File: src/design/rpct_pkg.sv
`timescale 1ns / 1ps
// ----------------------------------------------------------------------------
// rpct_pkg
// Shared constants, types and helpers for the raster to page-column transpose.
// ----------------------------------------------------------------------------
package rpct_pkg;

	// image limits
	localparam int MAX_WIDTH   = 256;
	localparam int MAX_HEIGHT  = 256;
	localparam int STORE_DEPTH = (MAX_WIDTH + 7) / 8;
	localparam int ADDR_W      = $clog2(STORE_DEPTH);
	localparam int BPR_W       = ADDR_W + 1;
	localparam int ROW_W       = $clog2(MAX_HEIGHT);
	localparam int PAGE_W      = ROW_W - 3;
	localparam int COL_W       = $clog2(MAX_WIDTH);
	localparam int ENTRY_W     = 64;
	localparam int CFG_W       = 9;
	localparam int CFG_IDX_W   = 1;

	// configuration register indexes
	typedef enum logic [CFG_IDX_W-1:0] {
		REG_IMAGE_WIDTH  = 1'b0,
		REG_IMAGE_HEIGHT = 1'b1
	} cfg_reg_t;

	// burst handed from the merge stage to the column emitter
	typedef struct packed {
		logic [ENTRY_W-1:0] data;
		logic [COL_W-1:0]   col;
		logic [PAGE_W-1:0]  page;
		logic [2:0]         left;
	} em_load_t;

	// store write request
	typedef struct packed {
		logic               en;
		logic [ADDR_W-1:0]  addr;
		logic [ENTRY_W-1:0] data;
	} st_wr_t;

	// zero reads as one, anything above the limit saturates
	function automatic logic [CFG_W-1:0] clamp_reg(input logic [CFG_W-1:0] v,
		input logic [CFG_W-1:0] hi);
		logic [CFG_W-1:0] r;
		begin
			if (v == '0) begin
				r = CFG_W'(1);
			end else if (v > hi) begin
				r = hi;
			end else begin
				r = v;
			end
			return r;
		end
	endfunction

endpackage

File: src/design/raster_to_page_column_transpose.sv
`timescale 1ns / 1ps
// ----------------------------------------------------------------------------
// raster_to_page_column_transpose
// Packed 1-bit raster rows in, inverted page-column bytes out.
//
// Raster words enter on raster_valid/raster_ready, one byte of a row each,
// MSB leftmost. Eight rows form a page; on the last row of a page each word
// completes up to eight columns, sent on column_valid/column_ready one word
// per cycle while column_ready is high, with column and page, last_of_burst
// on the final one. Columns at or past image_width are skipped, an incomplete
// final page is never sent. Registers (cfg_valid/cfg_ready, cfg_index,
// cfg_data) are to be written only while the block is idle, which the block
// does not enforce; cfg_ready is always high. Throughput: one raster word per
// cycle on rows that send nothing; on the last row of a page a word waits in
// the merge stage until the emitter is free, so words go no faster than their
// columns (up to eight) leave its single output port. An accepted word passes
// the store read and merge stage register, then the emitter load, before its
// first column word. Store read, merge and write form a loop, same-entry words
// are forwarded. Reset clears the counters and registers (128 x 128); the
// store needs no clearing since row 0 of a page overwrites its entry. A
// stalled receiver holds the emitter, and raster_ready drops once a second burst waits.
module raster_to_page_column_transpose
	import rpct_pkg::*;
(
	input  logic                 clk,
	input  logic                 arst_n,
	input  logic                 cfg_valid,
	output logic                 cfg_ready,
	input  logic [CFG_IDX_W-1:0] cfg_index,
	input  logic [CFG_W-1:0]     cfg_data,
	input  logic                 raster_valid,
	output logic                 raster_ready,
	input  logic [7:0]           raster_byte,
	output logic                 column_valid,
	input  logic                 column_ready,
	output logic [7:0]           column_byte,
	output logic [COL_W-1:0]     column_index,
	output logic [PAGE_W-1:0]    page_index,
	output logic                 last_of_burst
);

	logic [CFG_W-1:0]   width_q;
	logic [CFG_W-1:0]   height_q;
	logic [ADDR_W-1:0]  byte_q;
	logic [ROW_W-1:0]   row_q;
	logic [CFG_W-1:0]   w_c;
	logic [CFG_W-1:0]   h_c;
	logic [CFG_W-1:0]   w_sum;
	logic [BPR_W-1:0]   bpr;
	logic [BPR_W-1:0]   byte_p1;
	logic [CFG_W-1:0]   row_p1;
	logic               accept;
	logic               valid_s1;
	logic               do_s1;
	logic [2:0]         bit_s1;
	logic [ADDR_W-1:0]  b_s1;
	logic [PAGE_W-1:0]  page_s1;
	logic [7:0]         pix_s1;
	logic               fwd_s1;
	logic [ENTRY_W-1:0] fwd_data_s1;
	logic [ENTRY_W-1:0] rd_data;
	logic [ENTRY_W-1:0] old_e;
	logic [ENTRY_W-1:0] merged;
	logic [CFG_W-1:0]   rem;
	logic               rem_ge8;
	logic [2:0]         left;
	logic               emit_s1;
	logic               s1_go;
	logic               em_free;
	em_load_t           em_load;
	st_wr_t             st_wr;

	// configuration registers
	assign cfg_ready = 1'b1;

	always_ff @(posedge clk or negedge arst_n) begin
		if (!arst_n) begin
			width_q  <= CFG_W'(128);
			height_q <= CFG_W'(128);
		end else if (cfg_valid && cfg_ready) begin
			unique case (cfg_reg_t'(cfg_index))
				REG_IMAGE_WIDTH:  width_q  <= cfg_data;
				REG_IMAGE_HEIGHT: height_q <= cfg_data;
				default: ;
			endcase
		end
	end

	// effective geometry
	assign w_c     = clamp_reg(width_q, CFG_W'(MAX_WIDTH));
	assign h_c     = clamp_reg(height_q, CFG_W'(MAX_HEIGHT));
	assign w_sum   = w_c + CFG_W'(7);
	assign bpr     = w_sum[CFG_W-1:3];
	assign byte_p1 = {1'b0, byte_q} + BPR_W'(1);
	assign row_p1  = {1'b0, row_q} + CFG_W'(1);

	// input handshake
	assign raster_ready = !valid_s1 || s1_go;
	assign accept       = raster_valid && raster_ready;

	// byte and row counters
	always_ff @(posedge clk or negedge arst_n) begin
		if (!arst_n) begin
			byte_q <= '0;
			row_q  <= '0;
		end else if (accept) begin
			if (byte_p1 >= bpr) begin
				byte_q <= '0;
				row_q  <= (row_p1 >= h_c) ? '0 : row_p1[ROW_W-1:0];
			end else begin
				byte_q <= byte_p1[ADDR_W-1:0];
			end
		end
	end

	// merge stage control
	always_ff @(posedge clk or negedge arst_n) begin
		if (!arst_n) begin
			valid_s1 <= 1'b0;
		end else if (accept) begin
			valid_s1 <= 1'b1;
		end else if (s1_go) begin
			valid_s1 <= 1'b0;
		end
	end

	// merge stage payload, forward a write that raced the read
	always_ff @(posedge clk) begin
		if (accept) begin
			do_s1       <= ({1'b0, byte_q} < bpr);
			bit_s1      <= row_q[2:0];
			b_s1        <= byte_q;
			page_s1     <= row_q[ROW_W-1:3];
			pix_s1      <= raster_byte;
			fwd_s1      <= st_wr.en && (b_s1 == byte_q);
			fwd_data_s1 <= merged;
		end
	end

	rpct_store u_store (
		.clk     (clk),
		.wr      (st_wr),
		.rd_en   (accept),
		.rd_addr (byte_q),
		.rd_data (rd_data)
	);

	// columns of this byte inside the image
	assign rem     = w_c - {1'b0, b_s1, 3'b000};
	assign rem_ge8 = |rem[CFG_W-1:3];
	assign left    = rem_ge8 ? 3'd7 : (rem[2:0] - 3'd1);

	// set the row bit of every white valid pixel
	always_comb begin
		old_e = (bit_s1 == 3'd0) ? '0 : (fwd_s1 ? fwd_data_s1 : rd_data);
		for (int k = 0; k < 8; k++) begin
			if ((rem_ge8 || (3'(k) < rem[2:0])) && !pix_s1[7-k]) begin
				merged[8*k +: 8] = old_e[8*k +: 8] | (8'h01 << bit_s1);
			end else begin
				merged[8*k +: 8] = old_e[8*k +: 8];
			end
		end
	end

	// write back, hand a finished page byte to the emitter
	assign emit_s1 = do_s1 && (bit_s1 == 3'd7);
	assign s1_go   = valid_s1 && (!emit_s1 || em_free);

	assign st_wr.en   = s1_go && do_s1;
	assign st_wr.addr = b_s1;
	assign st_wr.data = merged;

	assign em_load.data = merged;
	assign em_load.col  = {b_s1, 3'b000};
	assign em_load.page = page_s1;
	assign em_load.left = left;

	rpct_emit u_emit (
		.clk           (clk),
		.arst_n        (arst_n),
		.load_en       (s1_go && emit_s1),
		.load          (em_load),
		.free          (em_free),
		.column_valid  (column_valid),
		.column_ready  (column_ready),
		.column_byte   (column_byte),
		.column_index  (column_index),
		.page_index    (page_index),
		.last_of_burst (last_of_burst)
	);

`ifndef SYNTHESIS
	// a forwarded entry only exists for a word in the merge stage
	a_fwd_valid: assert property (@(posedge clk) disable iff (!arst_n)
		fwd_s1 && !valid_s1 |-> !st_wr.en)
		else $error("store written with no word in merge stage");

	// a stalled merge stage keeps its word and its entry
	a_s1_hold: assert property (@(posedge clk) disable iff (!arst_n)
		(valid_s1 && !s1_go) |=> (valid_s1 && $stable(b_s1) && $stable(bit_s1)))
		else $error("merge stage lost a stalled word");
`endif

endmodule

File: src/design/rpct_store.sv
`timescale 1ns / 1ps
// ----------------------------------------------------------------------------
// rpct_store
// Column store: one 64-bit entry per byte position of a row, one write port,
// one read port with registered read data.
// ----------------------------------------------------------------------------
module rpct_store
	import rpct_pkg::*;
(
	input  logic               clk,
	input  st_wr_t             wr,
	input  logic               rd_en,
	input  logic [ADDR_W-1:0]  rd_addr,
	output logic [ENTRY_W-1:0] rd_data
);

	logic [ENTRY_W-1:0] mem [STORE_DEPTH];
	logic [ENTRY_W-1:0] rd_data_q;

	// write port
	always_ff @(posedge clk) begin
		if (wr.en) begin
			mem[wr.addr] <= wr.data;
		end
	end

	// read port, old data on a same-address collision
	always_ff @(posedge clk) begin
		if (rd_en) begin
			rd_data_q <= mem[rd_addr];
		end
	end

	assign rd_data = rd_data_q;

endmodule

File: src/design/rpct_emit.sv
`timescale 1ns / 1ps
// ----------------------------------------------------------------------------
// rpct_emit
// Column emitter: holds one finished entry and sends its valid column bytes
// one word per cycle while column_ready is high, lowest column first.
// ----------------------------------------------------------------------------
module rpct_emit
	import rpct_pkg::*;
(
	input  logic              clk,
	input  logic              arst_n,
	input  logic              load_en,
	input  em_load_t          load,
	output logic              free,
	output logic              column_valid,
	input  logic              column_ready,
	output logic [7:0]        column_byte,
	output logic [COL_W-1:0]  column_index,
	output logic [PAGE_W-1:0] page_index,
	output logic              last_of_burst
);

	logic               busy_q;
	logic [ENTRY_W-1:0] data_q;
	logic [COL_W-1:0]   col_q;
	logic [PAGE_W-1:0]  page_q;
	logic [2:0]         left_q;
	logic               fire;
	logic               done;

	assign fire = busy_q && column_ready;
	assign done = fire && (left_q == 3'd0);
	assign free = !busy_q || done;

	// burst control
	always_ff @(posedge clk or negedge arst_n) begin
		if (!arst_n) begin
			busy_q <= 1'b0;
		end else if (load_en) begin
			busy_q <= 1'b1;
		end else if (done) begin
			busy_q <= 1'b0;
		end
	end

	// burst payload, current column always in the low byte
	always_ff @(posedge clk) begin
		if (load_en) begin
			data_q <= load.data;
			col_q  <= load.col;
			page_q <= load.page;
			left_q <= load.left;
		end else if (fire && !done) begin
			data_q <= {8'h00, data_q[ENTRY_W-1:8]};
			col_q  <= col_q + COL_W'(1);
			left_q <= left_q - 3'd1;
		end
	end

	assign column_valid  = busy_q;
	assign column_byte   = data_q[7:0];
	assign column_index  = col_q;
	assign page_index    = page_q;
	assign last_of_burst = (left_q == 3'd0);

`ifndef SYNTHESIS
	// a new burst never lands on one still being sent
	a_load_free: assert property (@(posedge clk) disable iff (!arst_n)
		load_en |-> free)
		else $error("emitter loaded while busy");

	// a burst never runs past the last column of its byte
	a_burst_end: assert property (@(posedge clk) disable iff (!arst_n)
		(busy_q && !last_of_burst) |-> (col_q[2:0] != 3'd7))
		else $error("burst runs past byte boundary");
`endif

endmodule

File: config.mk
export PLATFORM = sky130hd
export DESIGN_NAME = raster_to_page_column_transpose
export DESIGN_NICKNAME = d
export VERILOG_FILES = /design/src/design/rpct_pkg.sv /design/src/design/raster_to_page_column_transpose.sv /design/src/design/rpct_store.sv /design/src/design/rpct_emit.sv
export SDC_FILE = /design/constraint.sdc
export NUM_CORES = 2
export LEC_CHECK = 0
export BUFFER_PORTS_ARGS = -buffer_cell sky130_fd_sc_hd__buf_2
export CELL_PAD_IN_SITES_DETAIL_PLACEMENT = 1
export CELL_PAD_IN_SITES_GLOBAL_PLACEMENT = 1
export CORE_MARGIN = 5
export CORE_UTILIZATION = 50
export CTS_CLUSTER_DIAMETER = 150
export CTS_CLUSTER_SIZE = 20
export DETAILED_ROUTE_END_ITERATION = 16
export HOLD_SLACK_MARGIN = 0.12
export PLACE_DENSITY = 0.71
export SLEW_MARGIN = 20
export SYNTH_ARGS = -nofsm -noshare
export SYNTH_HDL_FRONTEND = slang
export SYNTH_HIERARCHICAL = 1
export SYNTH_SLANG_ARGS = --single-unit
File: constraint.sdc
create_clock -name clk -period 6.95 [get_ports clk]
set_clock_uncertainty 0.2 [all_clocks]
set_input_delay 1.0425 -clock clk [delete_from_list [all_inputs] [get_ports clk]]
set_output_delay 1.0425 -clock clk [all_outputs]
set_load 0.1 [all_outputs]
[Word-level counts from Yosys, hierarchy flattened]
Memory sizes are Yosys's and may differ from the RTL's. A register that Yosys moved wholly into a read port is not among the register bits.
Index checks and enable logic that the tools add are counted.
Word-level totals
  flip-flop bits (word level): 200
  bits in writable memories: 2048
  output and inout port bits: 25
  memories kept: 1
Memory list
  u_store.mem: words 32, width 64, read ports 1, clocked after Yosys merged registers in 1, write ports 1, RTL line rpct_store.sv:17  | logic [ENTRY_W-1:0] mem [STORE_DEPTH];
Cells by class
  $add $sub $neg: 7
  magnitude comparators: 13
  equal/unequal tests: 2
  shifts and indexed selects: 1
  mux-type cells: 29
  bitwise gates (word level): 9
  reduce and logical (&&, ||, !) cells: 51
Operators with widths (number)
  64-bit 2-to-1 mux: 4
  8-bit 2-to-1 mux: 11
  8-bit bitwise OR: 8
  9-bit 2-to-1 mux: 4
  9-bit > comparator (second input constant): 2
  9-bit zero test: 2
  1-bit logical AND: 17
  1-bit zero test: 12
  3-bit < comparator (first input constant): 4
  1-bit logical OR: 11
  8-bit by 1-bit adder with 9-bit output (second input constant): 1
  9-bit by 3-bit adder with 9-bit output (second input constant): 1
  9-bit greater-or-equal comparator: 1
  3-bit 2-to-1 mux: 3
  9-bit by 8-bit subtractor with 9-bit output: 1
  8-bit by 1-bit adder with 8-bit output (second input constant): 1
  1-bit by 3-bit << shifter with 8-bit output (first input constant): 1
  5-bit by 1-bit adder with 6-bit output (second input constant): 1
  6-bit greater-or-equal comparator: 1
  3-bit zero test: 2
  1-bit by 3-bit < comparator with 1-bit output (first input constant): 2
  2-bit by 3-bit < comparator with 1-bit output (first input constant): 2
  5-bit by 6-bit < comparator with 1-bit output: 1
  1-bit 2-to-1 mux: 6
  other kinds (8): 13

[Longest topological paths before layout]
  depth after elaboration: 9
  gate-level depth with buffers: 17
  depth with buffers taken out: 15

[Hierarchy]
The synthesis kept the hierarchy.
By module, submodules not included
  rpct_store: times used 1, cells an instance 3097, area each 79605.1 um2
  raster_to_page_column_transpose: times used 1, cells an instance 537, area each 6456.2 um2
  rpct_emit: times used 1, cells an instance 214, area each 3527.1 um2

[Worst setup path before layout]
No wires, ideal clock.
  kind: reg2reg
  start: register u_emit.left_q[0]
  end: memory u_store.mem[28][0] (enable)
  setup time: 0.487 ns
  arrival time: 5.205 ns
  data required time: 6.263 ns
  setup slack: 1.059 ns
  stages on the path, launching flop included: 11
  buffers on the path: 1
  cells stage by stage: edfxtp_1 inv_1 ha_1 ha_1 nand2_1 nand2_1 o21bai_1 inv_1 or3b_2 clkbuf_1 nor2_1
RTL lines
  start: declaration: RTL line rpct_emit.sv:27  | logic [2:0] left_q;
  start signal: assignment: RTL line rpct_emit.sv:52  | left_q <= load.left;
  start signal: assignment: RTL line rpct_emit.sv:56  | left_q <= left_q - 3'd1;
  end: declaration: RTL line rpct_store.sv:17

==> impl_metrics.json <==
{
  "rsz0062_at_grt": "no",
  "switching_share_pct": 29.29,
  "synth-edff-count": 2279,
  "cap_violations": 0,
  "synth_cells": 3848,
  "max_freq_ghz": 0.2078,
  "status": "finished clean",
  "post_cts_buffers": 0,
  "firstDrtPassIters": 5,
  "grt-ovfl-total": 0,
  "worstMarginPinSlew_ns": 1.190,
  "max-clock-path-buffers": 3,
  "dieArea_um2": 187700,
  "track_usage_pct": 25.25,
  "fillCellCount": 14900,
  "cp-end-kind": "register",
  "vias": 42000,
  "cts_tree": "yes",
  "avgRoutedWirePerCell_um": 36.81,
  "setup_tns_ns": 0,
  "cts_buffers": 133,
  "drt_wl_total_um": 233700,
  "synth-main-ff-cell": "edfxtp_1",
  "grt_max_degree": 105,
  "worstPathMaxFanout": 26,
  "cts_resized": 0,
  "finalPower_mw": 37.02,
  "peakVddDrop_uv": 324.6,
  "synth.yosys.seq_area_share_pct": 77.31,
  "ys_async_sr_fraction_pct": 1.427,
  "gp_congestion": 0.7642,
  "critPathKind": "register to register",
  "worstSetupStartpointType": "register",
  "cts_sinks": 2312,
  "via_per_inst": 6.615,
  "hold_viol_final": 0,
  "sequentialPowerShare_pct": 51.5,
  "power.share.clock_pct": 21.3,
  "syn_area_um2": 89590,
  "drive_gt1_share_pct": 30.70,
  "power_density_nw_per_um2": 378.2,
  "final_max_slew_viol_count": 0,
  "root_buffer": "clkbuf_16",
  "post-route-period-util_pct": 69.24,
  "setup_viol": 0,
  "synth_seq_cells": 2312,
  "setup_ws_ns": 2.138,
  "grt_pass1_vias": 43710,
  "ios": 48,
  "min_path_type": "input port to register",
  "clock_latency_ns": 0.80,
  "layout.core_utilization_pct": 54.86,
  "leakage_nw": 29.65,
  "max_slew_margin_pct": 20.44,
  "dpl_worst_slack_ns": 2.207,
  "dp_hpwl_um": 123700,
  "drc": 0,
  "ys_warn_count": 6,
  "syn2layout_area_growth_pct": 9.248,
  "grt_pass1_wl_um": 332700,
  "start_util_pct": 50.21,
  "grt_antenna_before_repair": 1,
  "power_frac_comb_pct": 27.2,
  "hold_ws_ns": 0.2279,
  "die-width_um": 433.3,
  "htree_levels": 4,
  "finalCriticalPeriod_ns": 4.812,
  "fin_area_um2": 97870,
  "rows": 155,
  "fin_nets": 4018,
  "chipHeight_um": 433.3,
  "internal_power_mw": 26.17,
  "initialDrtViolationCount": 5113,
  "hold_buffers": 1,
  "arrival_ns": 5.02,
  "placed_area_um2": 93980,
  "fin_cells": 6350,
  "postSynthAreaPerCell_um2": 23.28,
  "dp.cells": 6188,
  "portBuffers": 46,
  "postRouteAntennaNets": 0,
  "worst_ep_required_time_ns": 7.16,
  "switchingPower_mw": 10.84,
  "core_um2": 178400,
  "ys_types": 75,
  "cts.clk_slew.worst_paths_ns": 0.09
}
## critical path, stage by stage, from the launching register on
cell      delay [ns]
edfxtp_1        0.75
nand3_1         0.22
buf_4           0.39
o21bai_1        0.25
inv_1           0.17
nand3b_1        0.66
nor2_4          1.05
buf_4           0.67
## power groups by stage
| stage | logic (mW) | clock network, mW | registers, mW |
|---|---|---|---|
| after floorplan | 6.90 | 0 | 19.1 |
| after global placement | 9.72 | 0 | 19.3 |
| after detailed placement | 10.0 | 0 | 19.4 |
| after CTS | 10.1 | 8.07 | 19.1 |
| after global routing | 10.7 | 8.70 | 19.1 |
| final | 10.1 | 7.90 | 19.1 |
## registers in the layout, indices dropped and copies added, names as in the netlist, 5 cells and up
signal,count
b_s1,5
byte_q,5
fwd_data_s1,64
height_q,9
page_s1,5
pix_s1,8
row_q,8
u_emit/column_index,8
u_emit/data_q,64
u_emit/page_index,5
u_store/mem,2048
u_store/rd_data,64
width_q,9
## final timing paths
| check | start | end | slack (ns) | cells past startpoint |
|---|---|---|---|---|
| max in group asynchronous | arst_n | byte_q[1]$_DFFE_PN0P_ | 5.32 | 2 |
| worst min-delay path | raster_byte[5] | pix_s1[5]$_DFFE_PP_ | 0.23 | 1 |
| worst max register to register | bit_s1[1]$_DFFE_PP_ | u_store/mem[22][59]$_DFFE_PP_ | 2.14 | 7 |
| min in group asynchronous | arst_n | height_q[4]$_DFFE_PN0P_ | 0.66 | 2 |
| worst min register to register | page_s1[1]$_DFFE_PP_ | u_emit/page_index[1]$_DFFE_PP_ | 0.23 | 0 |
| worst max-delay path | bit_s1[1]$_DFFE_PP_ | u_store/mem[22][59]$_DFFE_PP_ | 2.14 | 7 |
## logic make-up after synthesis
group	Yosys count	share of synthesized area [%]
AO/OA/AOI/OAI	192	1.501
buffers and inverters	229	1.222
adder cells (fa/ha/maj)	28	0.3869
other	2	0.008383
multiplexers	846	18.07
AND/OR/NAND/NOR	216	1.268
flip-flops	2312	77.31
XOR/XNOR	23	0.2332
## per-layer routing
layer	share of wire [%]	GRT usage (%)
met1	39	35.03
met2	49	40.57
met3	8.9	5.422
met4	3.3	8.198
met5	0	0
## synth_stat cells (all sizes together), types with 3 or more instances
cell | count | share of area, %
clkbuf | 76 | 0.32
o31ai | 3 | 0.056
maj3 | 3 | 0.038
a31o | 4 | 0.039
mux2 | 148 | 1.9
mux4 | 602 | 15
o211ai | 4 | 0.034
nor2b | 24 | 0.17
nor2 | 50 | 0.21
nand2b | 11 | 0.077
o221ai | 4 | 0.039
o31a | 3 | 0.029
inv | 22 | 0.092
or4 | 3 | 0.025
or3b | 4 | 0.039
o22ai | 62 | 0.43
o21ai | 33 | 0.19
and2 | 13 | 0.091
and3 | 3 | 0.021
a21oi | 23 | 0.13
dfrtp | 31 | 0.87
a31oi | 3 | 0.035
edfxtp | 2279 | 76
nand3b | 9 | 0.075
a221oi | 12 | 0.12
a211oi | 13 | 0.11
a22oi | 3 | 0.025
nor4 | 3 | 0.038
nor3 | 10 | 0.056
mux2i | 96 | 1.1
o21bai | 3 | 0.029
or3 | 11 | 0.082
o2bb2ai | 5 | 0.056
nand3 | 20 | 0.12
ha | 25 | 0.35
xor2 | 9 | 0.088
nand2 | 48 | 0.20
buf | 130 | 0.81
a21o | 9 | 0.075
xnor2 | 14 | 0.15
nand4 | 3 | 0.028
## final cells by class
type	instances	area, µm²	share of cell area [%]
sequential	2312	69280	70.79
multi-input combinational	1309	20080	20.52
clock buffer	150	3541	3.618
tap	2355	2947	3.011
timing repair buffer	191	1807	1.846
clock inverter	8	118.9	0.1214
inverter	23	93.84	0.09588
antenna	2	5.005	0.005114
## cells in the final DEF, fill, tap and decap left out, drive strengths merged, types with 10 or more instances in the layout
cell type  Yosys  final
and2          13     13
inv           22     25
a211oi        13     13
nor3          10     10
nand3         20     20
clkbuf        76    150
dfrtp         31     31
o21ai         33     33
nor2          50     50
a221oi        12     12
a21oi         23     23
mux2i         96     96
o22ai         62     62
mux2         148    148
ha            25     25
nor2b         24     24
nand2         48     48
nand2b        11     11
or3           11     11
edfxtp      2279   2279
mux4         602    602
buf          130    190
xnor2         14     14
Power figures use the tool's default switching activity.
